==> src/sv/prim_pkg.sv <==
package prim_pkg;

  localparam logic [63:0] SMALL_PRIME_MASK = 64'd2891462833508853932;
  localparam logic [63:0] ODD_PRIME_PROD   = 64'd16294579238595022365;

  typedef struct packed {
    logic [63:0] number;
    logic        need_mr;
    logic        verdict;
  } prim_entry_t;

endpackage

==> src/sv/prim_front.sv <==
module prim_front (
  input  logic                 clk,
  input  logic                 rst,
  input  logic                 in_valid,
  output logic                 in_ready,
  input  logic [63:0]          in_number,
  output logic                 push,
  output prim_pkg::prim_entry_t push_entry,
  input  logic                 full
);
  import prim_pkg::*;

  localparam logic [1:0] ST_IDLE = 2'd0;
  localparam logic [1:0] ST_GCD  = 2'd1;
  localparam logic [1:0] ST_PUSH = 2'd2;

  logic [1:0]  state;
  logic [63:0] gx, gy;
  prim_entry_t entry;

  assign in_ready   = (state == ST_IDLE);
  assign push       = (state == ST_PUSH) && !full;
  assign push_entry = entry;

  always_ff @(posedge clk) begin
    if (rst) begin
      state <= ST_IDLE;
    end else begin
      case (state)
        ST_IDLE: begin
          if (in_valid) begin
            entry.number  <= in_number;
            entry.need_mr <= 1'b0;
            if (in_number[63:6] == 58'd0) begin
              entry.verdict <= SMALL_PRIME_MASK[in_number[5:0]];
              state <= ST_PUSH;
            end else if (!in_number[0]) begin
              entry.verdict <= 1'b0;
              state <= ST_PUSH;
            end else begin
              entry.verdict <= 1'b0;
              gx <= in_number;
              gy <= ODD_PRIME_PROD;
              state <= ST_GCD;
            end
          end
        end
        ST_GCD: begin
          // binary gcd, one shift or one subtract per cycle; gx always stays odd
          if (gy == 64'd0) begin
            entry.need_mr <= (gx == 64'd1);
            state <= ST_PUSH;
          end else if (!gy[0]) begin
            gy <= gy >> 1;
          end else if (gx > gy) begin
            gx <= gy;
            gy <= gx - gy;
          end else begin
            gy <= gy - gx;
          end
        end
        ST_PUSH: begin
          if (!full) state <= ST_IDLE;
        end
        default: state <= ST_IDLE;
      endcase
    end
  end

endmodule

==> src/sv/prim_fifo.sv <==
module prim_fifo (
  input  logic                  clk,
  input  logic                  rst,
  input  logic                  push,
  input  prim_pkg::prim_entry_t push_entry,
  output logic                  full,
  input  logic                  pop,
  output logic                  empty,
  output prim_pkg::prim_entry_t head
);
  import prim_pkg::*;

  prim_entry_t slots [2];
  logic       wr_ptr, rd_ptr;
  logic [1:0] count;

  assign full  = (count == 2'd2);
  assign empty = (count == 2'd0);
  assign head  = slots[rd_ptr];

  always_ff @(posedge clk) begin
    if (push && !full) slots[wr_ptr] <= push_entry;
  end

  always_ff @(posedge clk) begin
    if (rst) begin
      wr_ptr <= 1'b0;
      rd_ptr <= 1'b0;
      count  <= 2'd0;
    end else begin
      if (push && !full) wr_ptr <= ~wr_ptr;
      if (pop && !empty) rd_ptr <= ~rd_ptr;
      count <= count + {1'b0, push && !full} - {1'b0, pop && !empty};
    end
  end

endmodule

==> src/sv/prim_back.sv <==
module prim_back (
  input  logic                  clk,
  input  logic                  rst,
  input  logic                  empty,
  input  prim_pkg::prim_entry_t head,
  output logic                  pop,
  output logic                  out_valid,
  input  logic                  out_ready,
  output logic                  out_prime
);
  import prim_pkg::*;

  localparam logic [2:0] ST_IDLE  = 3'd0;
  localparam logic [2:0] ST_TZ    = 3'd1;
  localparam logic [2:0] ST_BASE  = 3'd2;
  localparam logic [2:0] ST_POW_A = 3'd3;
  localparam logic [2:0] ST_POW_B = 3'd4;
  localparam logic [2:0] ST_CHK   = 3'd5;
  localparam logic [2:0] ST_MUL   = 3'd6;

  localparam logic [1:0] DST_ACC = 2'd0;
  localparam logic [1:0] DST_B   = 2'd1;
  localparam logic [1:0] DST_X   = 2'd2;

  function automatic logic [63:0] add_mod(input logic [63:0] a, input logic [63:0] b,
                                          input logic [63:0] m);
    logic [63:0] room;
    room = m - b;
    return (a >= room) ? (a - room) : (a + b);
  endfunction

  function automatic logic [30:0] base_of(input logic [2:0] i);
    case (i)
      3'd0:    return 31'd2;
      3'd1:    return 31'd325;
      3'd2:    return 31'd9375;
      3'd3:    return 31'd28178;
      3'd4:    return 31'd450775;
      3'd5:    return 31'd9780504;
      3'd6:    return 31'd1795265022;
      default: return 31'd0;
    endcase
  endfunction

  logic [2:0]  state, ret;
  logic [63:0] m, m1, d, acc, b, e, x;
  logic [5:0]  s, r;
  logic [2:0]  idx;
  logic [63:0] mx, my, mac;
  logic [5:0]  mcnt;
  logic [1:0]  mdst;
  logic [63:0] mac_dbl, mac_next;

  assign pop = (state == ST_IDLE) && !empty && !out_valid;

  always_comb begin
    mac_dbl  = add_mod(mac, mac, m);
    mac_next = my[63] ? add_mod(mac_dbl, mx, m) : mac_dbl;
  end

  always_ff @(posedge clk) begin
    if (rst) begin
      state     <= ST_IDLE;
      out_valid <= 1'b0;
    end else begin
      if (out_valid && out_ready) out_valid <= 1'b0;
      case (state)
        ST_IDLE: begin
          if (pop) begin
            if (head.need_mr) begin
              m  <= head.number;
              m1 <= head.number - 64'd1;
              d  <= head.number - 64'd1;
              s  <= 6'd0;
              state <= ST_TZ;
            end else begin
              out_prime <= head.verdict;
              out_valid <= 1'b1;
            end
          end
        end
        ST_TZ: begin
          // m is odd and above 64, so m-1 is even and nonzero
          if (!d[0]) begin
            d <= d >> 1;
            s <= s + 6'd1;
          end else begin
            idx   <= 3'd0;
            state <= ST_BASE;
          end
        end
        ST_BASE: begin
          if (idx == 3'd7 || m <= {33'd0, base_of(idx)}) begin
            out_prime <= 1'b1;
            out_valid <= 1'b1;
            state     <= ST_IDLE;
          end else begin
            acc   <= 64'd1;
            b     <= {33'd0, base_of(idx)};
            e     <= d;
            state <= ST_POW_A;
          end
        end
        ST_POW_A: begin
          if (e == 64'd0) begin
            x     <= acc;
            r     <= 6'd1;
            state <= ST_CHK;
          end else if (e[0]) begin
            mx <= acc; my <= b; mac <= 64'd0; mcnt <= 6'd63;
            mdst <= DST_ACC; ret <= ST_POW_B;
            state <= ST_MUL;
          end else begin
            state <= ST_POW_B;
          end
        end
        ST_POW_B: begin
          mx <= b; my <= b; mac <= 64'd0; mcnt <= 6'd63;
          mdst <= DST_B; ret <= ST_POW_A;
          e <= e >> 1;
          state <= ST_MUL;
        end
        ST_CHK: begin
          // a 1 only passes straight out of the power; one reached by squaring does not
          if ((x == 64'd1 && r == 6'd1) || x == m1) begin
            idx   <= idx + 3'd1;
            state <= ST_BASE;
          end else if (r >= s) begin
            out_prime <= 1'b0;
            out_valid <= 1'b1;
            state     <= ST_IDLE;
          end else begin
            mx <= x; my <= x; mac <= 64'd0; mcnt <= 6'd63;
            mdst <= DST_X; ret <= ST_CHK;
            r <= r + 6'd1;
            state <= ST_MUL;
          end
        end
        ST_MUL: begin
          // shift-add modular multiply, one multiplier bit per cycle, msb first
          mac <= mac_next;
          my  <= my << 1;
          if (mcnt == 6'd0) begin
            case (mdst)
              DST_ACC: acc <= mac_next;
              DST_B:   b   <= mac_next;
              default: x   <= mac_next;
            endcase
            state <= ret;
          end
          mcnt <= mcnt - 6'd1;
        end
        default: state <= ST_IDLE;
      endcase
    end
  end

endmodule

==> src/sv/primality_test_64.sv <==
// Words below 64 or even are classified at once; other words get a gcd with the odd
// primes 3 to 53, then up to seven strong-probable-prime bases of modular multiplies.
// The serial modular multiplier in the back end limits throughput; the front end
// classifies the next word while the back end works.
// Reset: synchronous, active-high rst clears FSMs and FIFO pointers; no clearing pass.
module primality_test_64 (
  input  logic        clk,
  input  logic        rst,
  input  logic        s_tvalid,
  output logic        s_tready,
  input  logic [63:0] s_tdata,   // [63:0] number
  output logic        m_tvalid,
  input  logic        m_tready,
  output logic [7:0]  m_tdata    // [0] prime flag, [7:1] zero
);
  import prim_pkg::*;

  logic        push, full, pop, empty, prime_flag;
  prim_entry_t push_entry, head;

  prim_front u_front (
    .clk(clk), .rst(rst),
    .in_valid(s_tvalid), .in_ready(s_tready), .in_number(s_tdata),
    .push(push), .push_entry(push_entry), .full(full)
  );

  prim_fifo u_fifo (
    .clk(clk), .rst(rst),
    .push(push), .push_entry(push_entry), .full(full),
    .pop(pop), .empty(empty), .head(head)
  );

  prim_back u_back (
    .clk(clk), .rst(rst),
    .empty(empty), .head(head), .pop(pop),
    .out_valid(m_tvalid), .out_ready(m_tready), .out_prime(prime_flag)
  );

  assign m_tdata = {7'd0, prime_flag};

endmodule

==> config.mk <==
export PLATFORM = sky130hd
export DESIGN_NAME = primality_test_64
export DESIGN_NICKNAME = d
export VERILOG_FILES = /design/src/sv/prim_pkg.sv /design/src/sv/prim_front.sv /design/src/sv/prim_fifo.sv /design/src/sv/prim_back.sv /design/src/sv/primality_test_64.sv
export SDC_FILE = /design/constraint.sdc
export NUM_CORES = 2
export LEC_CHECK = 0
export BUFFER_PORTS_ARGS = -buffer_cell sky130_fd_sc_hd__buf_2
export CORE_MARGIN = 2
export CORE_UTILIZATION = 40
export DETAILED_ROUTE_END_ITERATION = 10
export SLEW_MARGIN = 20
export SYNTH_ARGS = -nofsm -noshare
export SYNTH_HDL_FRONTEND = slang
export SYNTH_SLANG_ARGS = --single-unit
export TNS_END_PERCENT = 20
==> constraint.sdc <==
create_clock -name clk -period 12.95 [get_ports clk]
set_clock_uncertainty 0.05 [all_clocks]
set_input_delay 0.6475 -clock clk [delete_from_list [all_inputs] [get_ports clk]]
set_output_delay 0.6475 -clock clk [all_outputs]
set_load 0.05 [all_outputs]
Word-level counts from Yosys, hierarchy flattened. Memories as Yosys holds them, arrays and structs flattened. A register that Yosys moved wholly into a read port is not among the register bits. Index checks and enable logic that the tools add are counted.

Add/subtract/negate cells: 15. $lt $le $gt $ge: 6. Equality and inequality tests: 47. Multiplexer cells: 115. Bitwise gates (word level): 3. Reduce and logical (&&, ||, !) cells: 50.

Operators by type and width (count): $mux W64 (38); $pmux W64 S2 (7); $pmux W64 S4 (2); $sub A64 B64 Y64 (6); $pmux W31 S7 (1); $pmux W64 S3 (1); $add A64 B64 Y64 (2); $eq A64 B1 Y1 const B (2); $ge A64 B64 Y1 (2); $logic_not A64 Y1 (2); $eq A64 B64 Y1 (1); $gt A64 B64 Y1 (1); $le A64 B31 Y1 (1); $sub A64 B1 Y64 const B (1); $mux W31 (2); $mux W6 (10); $logic_not A58 Y1 (1); $mux W3 (13); $ne A2 B1 Y1 const B (13); $ne A2 B2 Y1 const B (13); $reduce_and A5 Y1 (5); $mux W2 (12); $pmux W6 S2 (2); $pmux W6 S4 (1); other kinds (36) (97).

Register bits after elaboration: 871. Memory bits (writable): 132. Memory bits (read-only): 64. Input port bits: 68. Memories kept: 2.

Memories: u_fifo.slots (depth 2, bits a word 66, rd ports 1, clocked after memory_dff 1, write ports 1, line prim_fifo.sv:13) `prim_entry_t slots [2];`; (name not given) (depth 64, bits a word 1, rd ports 1, clocked after memory_dff 0, write ports 0, line prim_front.sv:35) `entry.verdict <= SMALL_PRIME_MASK[in_number[5:0]];`.

Depth between registers and ports, before layout.
Depth after elaboration: 9. Gate-level depth with buffers: 55.

Modules after synthesis. Synthesis repeated with hierarchy kept, for this count alone.

Cells, all modules: 7384. Area, all modules: 71148.2 um2.

By module, submodules not included: prim_back (instances 1, cells each 5314, area an instance 50229.4 um2, seq. area each 20079.3 um2); prim_front (instances 1, cells each 1829, area an instance 15850.2 um2, seq. area each 5835.6 um2); prim_fifo (instances 1, cells each 232, area an instance 5004.8 um2, seq. area each 4063.9 um2); primality_test_64 (instances 1, cells each 9, area an instance 63.8 um2, seq. area each 0.0 um2).

Worst setup path after synthesis. Ideal clock, no wire load.

Path type: register to register. Start point: register (tool-made name). End point: register u_back.m1[0] (enable). Library setup time: 771 ps. Arrival: 11422 ps. Required time: 12129 ps. Path slack: 706 ps. Cell stages (with the launch flop): 9. Period minus slack after synthesis: 12244 ps. Path through: dfxtp_1 > clkbuf_1 > buf_1 > clkbuf_1 > clkbuf_1 > clkbuf_1 > buf_1 > mux2i_1 > nor3_1.

RTL lines: to (signal assigned) (line prim_back.sv:72) `m1 <= head.number - 64'd1;`; to (decl) (line prim_back.sv:46) `logic [63:0] m, m1, d, acc, b, e, x;`.

Final worst setup path.
Start point: register u_back.m[1]. End point: register u_back.x[59] (data pin).

Word-level cells in the longest chain between the ends: 9. Elaborated cells between the ends (all ways): 13.

Ends and longest elaborated chain: from (decl) (line prim_back.sv:46); from (signal assigned) (line prim_back.sv:71) `m <= head.number;`; $sub A64 B64 Y64 (line prim_back.sv:28) `room = m - b;`; $sub A64 B64 Y64 or $ge A64 B64 Y1 (tied branches) (line prim_back.sv:29) `return (a >= room) ? (a - room) : (a + b);`; $mux W64 (line prim_back.sv:29); $add A64 B64 Y64, or another cell as far along (line prim_back.sv:29); $mux W64 (line prim_back.sv:29); $mux W64 * (line prim_back.sv:58) `mac_next = my[63] ? add_mod(mac_dbl, mx, m) : mac_dbl;`; $mux W64 * (line prim_back.sv:144) `case (mdst)`; $mux W64 * (line prim_back.sv:143) `if (mcnt == 6'd0) begin`; $pmux W64 S2 * (line prim_back.sv:67) `case (state)`; to (signal assigned) (line prim_back.sv:147) `default: x <= mac_next;`; to (decl) (line prim_back.sv:46).

Every way passes the cells marked *; elsewhere a longest branch is shown, timed or not. The select of a mux whose other input is x is not followed. A chain may end at the register's enable or synchronous reset.

==> summary.md <==
| Metric | Value |
|---|---|
| Outcome | `completed` |
| Area growth syn-to-layout | `12.0%` |
| CP Launch Type | `flop` |
| Initial DRC count | `5,423` |
| Crit-path max cell delay | `0.73 ns` |
| Finished Cell Area | `0.0782 mm²` |
| Largest net degree at the start of global routing | `132` |
| Tmin final | `12.02 ns` |
| R2r setup slk | `0.93 ns` |
| GR Overflow Total | `0` |
| LEAKAGE | `0.0312 µW` |
| Sequential fraction of the synthesis area | `42.9%` |
| PortBufs | `70` |
| Synthesized cell area | `0.0698 mm²` |
| CP Data Arrival Time | `12.58 ns` |
| Fin. Hold Viols | `0` |
| TritonCTS clock tree | `built` |
| Hold Crit Class | `in -> reg` |
| Period utilization | `92.8%` |
| Core area | `0.174 mm²` |
| Dpl hpwl | `203,000 µm` |
| Post-Syn Instances | `7,318` |
| Hold worst-path end | `u_front.push_entry[12]$_DFFE_PP_` |
| Via density | `5.84` |
| # clock sinks | `1,002` |
| Most used cell, CP | `a21oi_1` |
| Post-synth cell types | `111` |
| Sw Share | `36.2%` |
| Number of antenna-violating nets in the routed design | `0` |
| Height of the die | `422 µm` |
| Crit Reg-Reg Startpoint | `u_back.m[1]$_DFFE_PP_` |
| Max-slew violations | `0` |
| Die Span X | `422 µm` |
| CP max FO | `16` |
| Logic pwr share | `35.9%` |
| First-pass GRT wire length | `372,000 µm` |
| R2R depth | `52` |
| FP Rows | `153` |
| Seq pwr share | `36.0%` |
| Reg2Reg Capture Point | `u_back.x[59]$_DFFE_PP_` |
| FFs w/ async S/R, synth | `0%` |
| Max Buffers Root-to-Sink | `3` |
| Share of layout cells above drive strength 1 | `10.4%` |
| Total GRT Usage | `27.9%` |
| Worst VDD drop | `0.000107 V` |
| Max Freq | `0.0832 GHz` |
| Main area contributors after synthesis | `edfxtp_1 43%, ha_1 8.4%, a21oi_1 4.6%` |
| Antenna violations before repair | `10` |
| Synth Warn # | `0` |
| Placed cell areas | `0.0746 mm²` |
| # IOs | `78` |
| Max cap viols | `0` |
| Crit end category | `flop` |
| Vias in the first global route | `56,000` |
| Clock Latency Late Sink | `0.75 ns` |
| Ys flop type | `edfxtp_1` |
| Leading area contributor after synthesis | `edfxtp_1` |
| H-tree levels | `3` |
| Pint | `7270 µW` |
| Crit Path Class | `reg -> reg` |
| Hold Path Origin | `s_tdata[10]` |
| TritonRoute pass-1 iters | `5` |
| Full die area | `0.178 mm²` |
| RSZ-0062 raised after global routing | `no` |
| Post-synth EDFFs | `991` |
| DR WL/cell | `25.8 µm` |
| Clk root buf | `clkbuf_16` |
| Share of the synthesized area in the top cell type | `42.6%` |
| Syn avg cell area | `9.54 µm²` |
| Routed via count | `57,900` |
| Sw Pwr | `4130 µW` |
| Slew @ Worst Pin | `1.20 ns` |
| Drt drc | `0` |
| Hold Path Depth | `1` |
| Initial Utilization | `40.2%` |
| Clock network fraction of total power | `28.1%` |
| Rel. slew slack | `19.4%` |
| Endpoints failing setup | `0` |
| Clk slew on worst S/H paths | `0.06 ns` |
| Setup_tns | `0 ns` |
| #FFs+latches synth | `1,002` |
| Critical Path Slowest Stage Cell | `o31ai_1` |
| Power Density | `146 mW/mm²` |
| Total detailed-routing wirelength | `256,000 µm` |
| CTS Buf Count | `106` |
| Nets | `8,041` |
| Fin util | `45.1%` |
| Required time of the critical path | `13.51 ns` |
| RD Place Congestion | `1.04` |
-- flip-flops by register name, indices dropped and copies added, names as in the netlist, 6 cells and up, named ones only --
name and count:
u_back.d 64, u_back.my 64, u_fifo.slots 132, u_front.gx 63, u_front.push_entry 66, u_back.m 64
u_back.mx 64, u_back.mac 64, u_back.e 64, u_front.gy 64, u_back.s 6, u_back.m1 64
u_back.mcnt 6, u_back.acc 64, u_back.b 64, u_back.x 64, u_back.r 6
-- metrics by stage --
step	setup slack, ns	hold WS (ns)	power, µW	instances
finish	0.932	0.0802	11400	9920
global route	0.0514	0.0597	11900	9918
CTS	0.277	0.0313	11400	9912
detailed placement	0.352	0.379	8170	9713
global placement	0.414	0.372	8170	9713
floorplan	0.706	0.371	6750	7324
-- final cells by class --
cell class	count	area (µm²)
well taps	2325	2910
diodes	4	10.0
repair buffers	393	2880
flip-flops and latches	1002	30000
fillers	16600	95400
clock buffers	122	2750
inverters	483	1810
multi-input cells	5514	37100
clock inverters	77	833
-- power by group through the flow --
stage / registers (µW) / logic, µW / clock network [µW]
after global routing: 4110 / 4450 / 3370
after global placement: 4150 / 4020 / 0
after CTS: 4090 / 4040 / 3250
after floorplan: 4040 / 2710 / 0
final: 4100 / 4100 / 3200
after detailed placement: 4160 / 4010 / 0
-- timing repair --
| item | CTS | global route |
|---|---|---|
| resized for setup | 0 | 8 |
| hold buffers | 0 | 0 |
| setup endpoints to repair | 0 | 256 |
| buffers inserted | 0 | 4 |
-- placed cells by master, fill, tap and decap left out, types with 62 or more instances in the layout --
cell / Yosys / layout
nor3_1: 99 / 96
nor2b_1: 70 / 67
nand2b_1: 90 / 89
buf_2: 13 / 70
clkbuf_16: 0 / 107
nor4_1: 111 / 103
ha_1: 469 / 469
nand3b_1: 62 / 62
inv_1: 479 / 479
buf_4: 9 / 315
nand4_1: 146 / 146
edfxtp_1: 991 / 991
o21ai_0: 500 / 499
xnor2_1: 348 / 348
mux2_2: 96 / 96
nand2_1: 826 / 823
a21oi_1: 637 / 633
mux2i_1: 143 / 143
nand3_1: 122 / 121
a22oi_1: 72 / 72
nor2_1: 431 / 425
o21bai_1: 120 / 120
xor2_1: 159 / 159
a21o_1: 283 / 283
a31oi_1: 65 / 65
-- critical path, delay by kind of cell, from the launching register on --
kind,cells,cell delay (ns)
xor gates and xnor gates,1,0.14
DFF,1,0.56
and+or+nand+nor,11,1.72
AOI/OAI and AO/OA,30,7.04
adders and majority gates,3,1.11
buffers and inverters,7,1.27
-- synth_stat cells (all sizes together) (66+ instances only) --
cell	n
edfxtp	991
nand2	827
a21oi	640
o21ai	528
inv	481
ha	469
nor2	431
xnor2	348
a21o	283
clkbuf	276
xor2	159
mux2i	149
nand4	146
nand3	122
o21bai	121
nor4	112
nor3	100
mux2	98
nand2b	90
a22oi	72
nor2b	70
a211oi	67
a31oi	66
-- routing by layer --
layer,global-route usage [%],wire (µm)
met3,3.60,17600
met2,43.7,114000
met1,38.1,111000
met4,13.4,13200
met5,0,16
-- cells by family (layout without fill, tap and decap cells) --
kind of cell               count (synthesis)  count (layout)  synth area share [%]
other                                      1              11               0.00537
xor gates and xnor gates                 507             507                  6.36
buffers and inverters                    808            1075                  4.45
DFF                                     1002            1002                  42.9
and+or+nand+nor                         2136            2136                  14.6
adders and majority gates                499             499                  8.89
AOI/OAI and AO/OA                       2118            2118                  19.0
muxes                                    247             247                  3.77
-- how the worst max path moves through the flow --
stage                                     start                     end  slack [ns]  depth (start not counted)
CTS                 u_back.mac[1]$_SDFFCE_PP0P_  u_back.b[30]$_DFFE_PP_        0.28                         50
global route              u_back.m[0]$_DFFE_PP_  u_back.x[40]$_DFFE_PP_        0.05                         52
floorplan                                  flop  u_back.m1[0]$_DFFE_PP_        0.71                          8
finish                    u_back.m[1]$_DFFE_PP_  u_back.x[59]$_DFFE_PP_        0.93                         52
global placement    u_back.mac[1]$_SDFFCE_PP0P_  u_back.b[30]$_DFFE_PP_        0.41                         50
detailed placement  u_back.mac[1]$_SDFFCE_PP0P_  u_back.b[30]$_DFFE_PP_        0.35                         50
(Power assumes the default switching activity.)
